$ cat src/hdl/hbw_pkg.sv
// Shared types and constants of the task heartbeat watchdog.
package hbw_pkg;

    localparam int TimeW   = 32;
    localparam int PeriodW = 16;
    localparam int DogW    = 12;
    localparam int TaskW   = 4;
    localparam int CfgIdxW = 2;
    localparam int CfgW    = 32;

    localparam logic [CfgIdxW-1:0] REG_CHECK_PERIOD = 2'd0;
    localparam logic [CfgIdxW-1:0] REG_STALL_WINDOW = 2'd1;
    localparam logic [CfgIdxW-1:0] REG_GRACE_PERIOD = 2'd2;
    localparam logic [CfgIdxW-1:0] REG_DOG_RELOAD   = 2'd3;

    localparam logic [PeriodW-1:0] CHECK_PERIOD_RST = 16'd1000;
    localparam logic [TimeW-1:0]   STALL_WINDOW_RST = 32'd3000;
    localparam logic [TimeW-1:0]   GRACE_PERIOD_RST = 32'd20000;
    localparam logic [DogW-1:0]    DOG_RELOAD_RST   = 12'd4000;

    localparam logic ACT_TICK = 1'b0;
    localparam logic ACT_BEAT = 1'b1;

    typedef enum logic [1:0] {
        ST_IDLE,
        ST_GRACE,
        ST_SCAN,
        ST_DONE
    } state_t;

endpackage

$ cat src/hdl/task_heartbeat_watchdog.sv
// Top level of the task heartbeat watchdog: sequencer, task scan and countdown.
//
// Words on the slave side are either one-millisecond ticks (tuser = 0) or
// heartbeats from task tdata[3:0] (tuser = 1); every word yields one result
// word. A heartbeat or a tick without a check goes from idle to done; a
// tick that runs a check passes the grace state, and after grace also the
// scan state, where one shared subtract/compare unit walks the task
// timestamps one per cycle. s_tready is high only while the sequencer is idle;
// a finished result sits in the output register so the next word can be taken
// while it waits. Configuration is written through wr_en/wr_index/wr_data and
// must only change while the block is idle.
module task_heartbeat_watchdog #(
    parameter int TASKS = 8
) (
    input  logic        clk,
    input  logic        rst_n,
    // configuration write port
    input  logic        wr_en,
    input  logic [1:0]  wr_index,
    input  logic [31:0] wr_data,
    // input words
    input  logic        s_tvalid,
    output logic        s_tready,
    input  logic [7:0]  s_tdata,   // [3:0] task_number, [7:4] zero
    input  logic        s_tuser,   // [0] action
    // result words
    output logic        m_tvalid,
    input  logic        m_tready,
    output logic [15:0] m_tdata    // [0] fed, [1] stall_found, [2] in_grace,
                                   // [3] expired, [15:4] dog_count
);

    localparam int IdxW = (TASKS > 1) ? $clog2(TASKS) : 1;
    localparam logic [IdxW-1:0] LastIdx = IdxW'(TASKS - 1);
    localparam logic [hbw_pkg::TaskW:0] TaskLimit = (hbw_pkg::TaskW + 1)'(TASKS);

    // configuration registers
    logic [hbw_pkg::PeriodW-1:0] check_period_reg;
    logic [hbw_pkg::TimeW-1:0]   stall_window_reg;
    logic [hbw_pkg::TimeW-1:0]   grace_period_reg;
    logic [hbw_pkg::DogW-1:0]    dog_reload_reg;

    // block state
    hbw_pkg::state_t state_reg, state_next;
    logic [hbw_pkg::TimeW-1:0]   time_reg, time_next;
    logic [hbw_pkg::PeriodW-1:0] ccount_reg, ccount_next;
    logic [hbw_pkg::DogW-1:0]    dog_reg, dog_next;
    logic                        tripped_reg, tripped_next;
    logic [hbw_pkg::TimeW-1:0]   beat_time [TASKS];
    logic [TASKS-1:0]            seen_reg, seen_next;

    // per-word working registers
    logic            tick_reg, tick_next;
    logic            fed_reg, fed_next;
    logic            stall_reg, stall_next;
    logic            alive_reg, alive_next;
    logic [IdxW-1:0] idx_reg, idx_next;

    // output register
    logic        out_valid_reg, out_valid_next;
    logic [15:0] out_data_reg, out_data_next;

    logic                        accept;
    logic                        beat_ok;
    logic                        out_free;
    logic [hbw_pkg::PeriodW-1:0] ccount_inc;
    logic                        check_due;
    logic [hbw_pkg::TimeW-1:0]   age;
    logic                        task_stale;
    logic                        grace_now;
    logic [hbw_pkg::DogW-1:0]    dog_dec;

    assign s_tready = (state_reg == hbw_pkg::ST_IDLE);
    assign accept   = s_tvalid && s_tready;
    assign out_free = !out_valid_reg || m_tready;
    assign beat_ok  = ({1'b0, s_tdata[hbw_pkg::TaskW-1:0]} < TaskLimit);

    // A zero period compares true on every tick, same as a period of one.
    assign ccount_inc = ccount_reg + 1'b1;
    assign check_due  = (ccount_inc >= check_period_reg);

    // Shared scan unit: one task's age against the stall window per cycle.
    assign age        = time_reg - beat_time[idx_reg];
    assign task_stale = !seen_reg[idx_reg] || (age > stall_window_reg);

    assign grace_now = (time_reg < grace_period_reg);
    assign dog_dec   = (dog_reg != '0) ? dog_reg - 1'b1 : dog_reg;

    // next state
    always_comb
    begin
        state_next = state_reg;
        case (state_reg)
            hbw_pkg::ST_IDLE:
            begin
                if (accept)
                begin
                    if (s_tuser == hbw_pkg::ACT_TICK && check_due)
                        state_next = hbw_pkg::ST_GRACE;
                    else
                        state_next = hbw_pkg::ST_DONE;
                end
            end
            hbw_pkg::ST_GRACE:
            begin
                if (grace_now)
                    state_next = hbw_pkg::ST_DONE;
                else
                    state_next = hbw_pkg::ST_SCAN;
            end
            hbw_pkg::ST_SCAN:
            begin
                if (idx_reg == LastIdx)
                    state_next = hbw_pkg::ST_DONE;
            end
            hbw_pkg::ST_DONE:
            begin
                if (out_free)
                    state_next = hbw_pkg::ST_IDLE;
            end
            default: state_next = hbw_pkg::ST_IDLE;
        endcase
    end

    // datapath and outputs
    always_comb
    begin
        time_next      = time_reg;
        ccount_next    = ccount_reg;
        dog_next       = dog_reg;
        tripped_next   = tripped_reg;
        seen_next      = seen_reg;
        tick_next      = tick_reg;
        fed_next       = fed_reg;
        stall_next     = stall_reg;
        alive_next     = alive_reg;
        idx_next       = idx_reg;
        out_valid_next = out_valid_reg;
        out_data_next  = out_data_reg;

        if (out_valid_reg && m_tready)
            out_valid_next = 1'b0;

        case (state_reg)
            hbw_pkg::ST_IDLE:
            begin
                if (accept)
                begin
                    fed_next   = 1'b0;
                    stall_next = 1'b0;
                    alive_next = 1'b1;
                    idx_next   = '0;
                    if (s_tuser == hbw_pkg::ACT_TICK)
                    begin
                        tick_next   = 1'b1;
                        time_next   = time_reg + 1'b1;
                        ccount_next = check_due ? '0 : ccount_inc;
                    end
                    else
                    begin
                        tick_next = 1'b0;
                        if (beat_ok)
                            seen_next[s_tdata[IdxW-1:0]] = 1'b1;
                    end
                end
            end
            hbw_pkg::ST_GRACE:
            begin
                if (grace_now)
                    fed_next = 1'b1;
            end
            hbw_pkg::ST_SCAN:
            begin
                if (task_stale)
                    alive_next = 1'b0;
                idx_next = idx_reg + 1'b1;
                if (idx_reg == LastIdx)
                begin
                    fed_next   = alive_reg && !task_stale;
                    stall_next = !(alive_reg && !task_stale);
                end
            end
            hbw_pkg::ST_DONE:
            begin
                if (out_free)
                begin
                    if (tick_reg)
                    begin
                        if (fed_reg)
                            dog_next = dog_reload_reg;
                        else
                        begin
                            dog_next = dog_dec;
                            if (dog_dec == '0)
                                tripped_next = 1'b1;
                        end
                    end
                    out_valid_next = 1'b1;
                    out_data_next  = {dog_next, tripped_next, grace_now,
                                      stall_reg, fed_reg};
                end
            end
            default: ;
        endcase
    end

    // configuration registers
    always_ff @(posedge clk or negedge rst_n)
    begin
        if (!rst_n)
        begin
            check_period_reg <= hbw_pkg::CHECK_PERIOD_RST;
            stall_window_reg <= hbw_pkg::STALL_WINDOW_RST;
            grace_period_reg <= hbw_pkg::GRACE_PERIOD_RST;
            dog_reload_reg   <= hbw_pkg::DOG_RELOAD_RST;
        end
        else if (wr_en)
        begin
            case (wr_index)
                hbw_pkg::REG_CHECK_PERIOD: check_period_reg <= wr_data[hbw_pkg::PeriodW-1:0];
                hbw_pkg::REG_STALL_WINDOW: stall_window_reg <= wr_data;
                hbw_pkg::REG_GRACE_PERIOD: grace_period_reg <= wr_data;
                hbw_pkg::REG_DOG_RELOAD:   dog_reload_reg   <= wr_data[hbw_pkg::DogW-1:0];
                default: ;
            endcase
        end
    end

    // control and state registers
    always_ff @(posedge clk or negedge rst_n)
    begin
        if (!rst_n)
        begin
            state_reg     <= hbw_pkg::ST_IDLE;
            time_reg      <= '0;
            ccount_reg    <= '0;
            dog_reg       <= hbw_pkg::DOG_RELOAD_RST;
            tripped_reg   <= 1'b0;
            seen_reg      <= '0;
            tick_reg      <= 1'b0;
            fed_reg       <= 1'b0;
            stall_reg     <= 1'b0;
            alive_reg     <= 1'b1;
            idx_reg       <= '0;
            out_valid_reg <= 1'b0;
        end
        else
        begin
            state_reg     <= state_next;
            time_reg      <= time_next;
            ccount_reg    <= ccount_next;
            dog_reg       <= dog_next;
            tripped_reg   <= tripped_next;
            seen_reg      <= seen_next;
            tick_reg      <= tick_next;
            fed_reg       <= fed_next;
            stall_reg     <= stall_next;
            alive_reg     <= alive_next;
            idx_reg       <= idx_next;
            out_valid_reg <= out_valid_next;
        end
    end

    // heartbeat timestamps; an entry only counts once its seen bit is set
    always_ff @(posedge clk)
    begin
        if (accept && s_tuser == hbw_pkg::ACT_BEAT && beat_ok)
            beat_time[s_tdata[IdxW-1:0]] <= time_reg;
    end

    always_ff @(posedge clk)
    begin
        out_data_reg <= out_data_next;
    end

    assign m_tvalid = out_valid_reg;
    assign m_tdata  = out_data_reg;

endmodule

$ cat config.mk
export PLATFORM = sky130hd
export DESIGN_NAME = task_heartbeat_watchdog
export DESIGN_NICKNAME = d
export VERILOG_FILES = /design/src/hdl/hbw_pkg.sv /design/src/hdl/task_heartbeat_watchdog.sv
export SDC_FILE = /design/constraint.sdc
export NUM_CORES = 1
export LEC_CHECK = 0
export ABC_CLOCK_PERIOD_IN_PS = 6000
export BUFFER_PORTS_ARGS = -buffer_cell sky130_fd_sc_hd__buf_2
export CORE_UTILIZATION = 58
export CTS_BUF_LIST = sky130_fd_sc_hd__clkbuf_4 sky130_fd_sc_hd__clkbuf_8
export DETAILED_ROUTE_END_ITERATION = 7
export PLACE_DENSITY = 0.78
export SKIP_LAST_GASP = 1
export SLEW_MARGIN = 10
export SYNTH_ARGS = -nofsm -noshare
export SYNTH_HDL_FRONTEND = slang
export SYNTH_SLANG_ARGS = --single-unit
$ cat constraint.sdc
create_clock -name clk -period 6 [get_ports clk]
set_input_delay 0.6 -clock clk [delete_from_list [all_inputs] [get_ports clk]]
set_output_delay 0.6 -clock clk [all_outputs]
set_load 0.01 [all_outputs]
==> summary.md <==
| Metric | Value |
|---|---|
| EDFF count, synth | roughly 270 |
| Worst-skew pair later-pin latency | 0.62 ns |
| Slew margin rel. | 32.6% |
| Synth Flop Type | edfxtp_1 |
| Gr ovfl total | 0 |
| Commonest non-fill, non-tap cell in the layout | edfxtp_1 |
| # rows | 69 |
| DR iter-0 viols | 984 |
| Power Density | 378 mW/mm^2 |
| Seq/Total Area, Yosys | 58.6% |
| Chip height | between 150 and 200 um |
| CTS tree | built |
| Per-cell routed wire length | between 20 and 25 um |
| IO Pins | 66 |
| Place WS | approximately 0.090 ns |
| Post-synth ARST share | approximately two fifths |
| Final Hold Fails | 0 |
| Layout cells sized above 1 | 25.1% |
| Worst EP arrival | 6.24 ns |
| First-pass GRT wire length | 72.7 mm |
| Clock Skew | 0.0233 ns |
| Number of remaining DRC errors | 0 |
| DR vias | about 13000 |
| Slew Viols, Final | 0 |
| Syn nets | about 1700 |
| Setup TNS | 0 ns |
| Clock-pin slew on the worst setup and hold paths | 0.06 ns |
| Clock net sink count | between 400 and 500 |
| Critical path type | flop to flop |
| Largest net degree at the start of global routing | 106 |
| Final WS setup | 0.291 ns |
| Number of flip-flops in the largest register | 256 |
| Die X | 194 um |
| Most frequent cells in the layout | edfxtp_1 (272), dfrtp_1 (137), ha_1 (121), inv_1 (105), nand2_1 (102) |
| Drt pass-1 iters | 6 |
| Busiest layer in global routing | met2 |
| Setup-failing EPs final | 0 |
| Hold Path Class | input pin to asynchronous set/reset pin |
| Ant. Diodes | 0 |
| Post-layout minimum cycle time | around 5.7 ns |
| Antenna violations before repair | 0 |
| WP data required | approximately 6.5 ns |
| Mapped Cells | 1552 |
| Met2 usage | 40.4% |
| Max_cap viols | 0 |
| Cell Area, Synth | 0.0213 sq mm |
| Outcome | completed |
| GPL Wtd Cong | 0.864 |
| Fmax | 0.175 GHz |
| Avg Inst Size Synth | 13.7 sq um |
| Vias in the first global route | 13400 |
| Initial Util | 59.5% |
| Met1 usage | roughly a third |
| Tcrit/Tclk final | 95.2% |
| Dpl hpwl | between 20 and 30 mm |
| Clk root buf | clkbuf_8 |
| Seq cells post-synth | roughly 440 |
| Crit. End Element | flop |
| Met3 Track Usage GR | 4.26% |
| Final ANT Viol Nets | 0 |
| CP Launch Type | flop |
| CTS buffer count | 74 |
| Total track usage | 25.2% |
| Area delta synth->final | 12.5% |
| Final net count | 1844 |
| Count of cell types in the netlist | 72 |
| CP Max Fanout | 8 |
| Worst-Margin Slew | 1.01 ns |
| Synth warnings | 0 |
| Leak pwr | between 9 and 10 nW |
| DR vias/cell | slightly below 6 |
| Maximum VDD drop | 209 uV |
| H-tree depth | 3 |
| DRT Wirelength | ~46 mm |
| Die ar. | 0.0375 sq mm |
| Core area | 0.0358 sq mm |
| Fillers | between 2000 and 2500 |
| CTS max path bufs | 3 |
| Port bufs | 61 |
## final timing paths
kind	from	to	slack (ns)	depth (start not counted)
min	rst_n	check_period_reg[10]$_DFFE_PN0P_	0.1	1
min reg2reg	stall_reg$_DFFE_PN0P_	m_tdata[1]$_DFFE_PP_	0.46	0
min in group clk	wr_data[21]	stall_window_reg[21]$_DFFE_PN0P_	0.24	2
max	idx_reg[0]$_DFFE_PN0P_	fed_reg$_DFFE_PN0P_	0.29	24
max reg2reg	idx_reg[0]$_DFFE_PN0P_	fed_reg$_DFFE_PN0P_	0.29	24
max in group asynchronous	rst_n	stall_window_reg[28]$_DFFE_PN0P_	4.39	2
## area by class of cell
cell class,count,area [sq um],share of cell area (%)
clock inverter,36,307,1.28
clock buffer,100,1240,5.17
timing repair buffer,94,632,2.64
sequential,443,12500,52.1
multi-input combinational,955,8320,34.7
tap,461,577,2.41
inverter,106,398,1.66
## cells in the mapped netlist (all sizes together) (3+ instances only)
cell type,n,area share (%)
edfxtp,272,38
dfrtp,140,16
ha,121,7.1
inv,105,1.9
nand2,102,1.8
mux2,84,4.4
o21ai,79,1.9
mux4,66,7.0
a21oi,60,1.4
nor2,51,0.92
xnor2,49,2.0
a21o,43,1.5
nand3,36,0.85
clkbuf,35,0.62
mux2i,34,1.6
dfstp,31,3.8
xor2,26,1.1
nand4,22,0.65
a22o,20,0.82
and3,17,0.50
nor2b,17,0.50
buf,13,0.28
nand2b,13,0.38
nor3,12,0.31
a31oi,11,0.35
or2,10,0.29
o211ai,8,0.28
o21a,8,0.28
nor4,5,0.15
o21bai,5,0.18
a211o,4,0.16
a211oi,3,0.11
and4,3,0.12
nor3b,3,0.11
o22ai,3,0.12
o31ai,3,0.11
or4,3,0.11
## cells by family (layout without fill, tap and decap cells)
kind of cell / after synthesis / in the layout / synth area share [%]
adders and majority gates: 122 / 122 / 7.20
buffers and inverters: 154 / 336 / 2.77
xor gates and xnor gates: 75 / 75 / 3.08
muxes: 184 / 184 / 13.0
AOI/OAI and AO/OA: 269 / 269 / 8.20
DFF: 443 / 443 / 58.6
and+or+nand+nor: 305 / 305 / 7.12
## worst max-delay path, cell delays in order, from the launching register on
cell and delay (ns):
dfrtp_4 0.57, buf_4 0.16, mux4_2 0.49, mux2i_1 0.27, ha_1 0.29, nor2b_1 0.12
o21ai_0 0.24, o211ai_1 0.20, a31o_2 0.31, a21o_1 0.23, a31oi_2 0.35, o211ai_1 0.21
a31oi_1 0.23, xnor2_1 0.10, ha_1 0.29, nand4_1 0.14, nor4_1 0.30, buf_4 0.18
nand3_1 0.07, nand2_1 0.09, a31oi_1 0.04, a211o_1 0.31, nor3b_1 0.20, a21oi_1 0.06
o2bb2ai_1 0.14
## layer usage
layer  part of all wire [%]  vias to the layer above
met1                     44                     6525
met4                    3.2                        0
met3                    5.6                      100
li1                       -                     6068
met2                     47                      410
met5                      0                        -
## power breakdown
| part | internal (mW) | total [mW] | switching (mW) |
|---|---|---|---|
| Clock | 1.57 | 2.79 | 1.22 |
| Sequential | 3.61 | 3.91 | 0.298 |
| Combinational | 1.10 | 2.35 | 1.25 |
| Total | 6.28 | 9.05 | 2.77 |
## repair_timing
action | in CTS | in global routing
setup buffers | 0 | 6
endpoints found under the setup margin | 0 | 3
hold buffers | 0 | 0
gates resized for setup | 0 | 5
## through the flow
step           power [mW]  util [%]  hold slack (ns)  cell area (sq um)  instances
2_1_floorplan        5.58         -            0.304              21300       1552
3_3_place_gp         6.14      62.3            0.447              22300       2052
3_5_place_dp         6.24      62.3            0.444              22300       2052
4_1_cts              9.05      66.6            0.141              23900       2188
5_1_grt              9.51      66.9            0.171              24000       2195
6_report             9.05      66.9           0.0965              24000       2195
(Power assumes the default switching activity.)
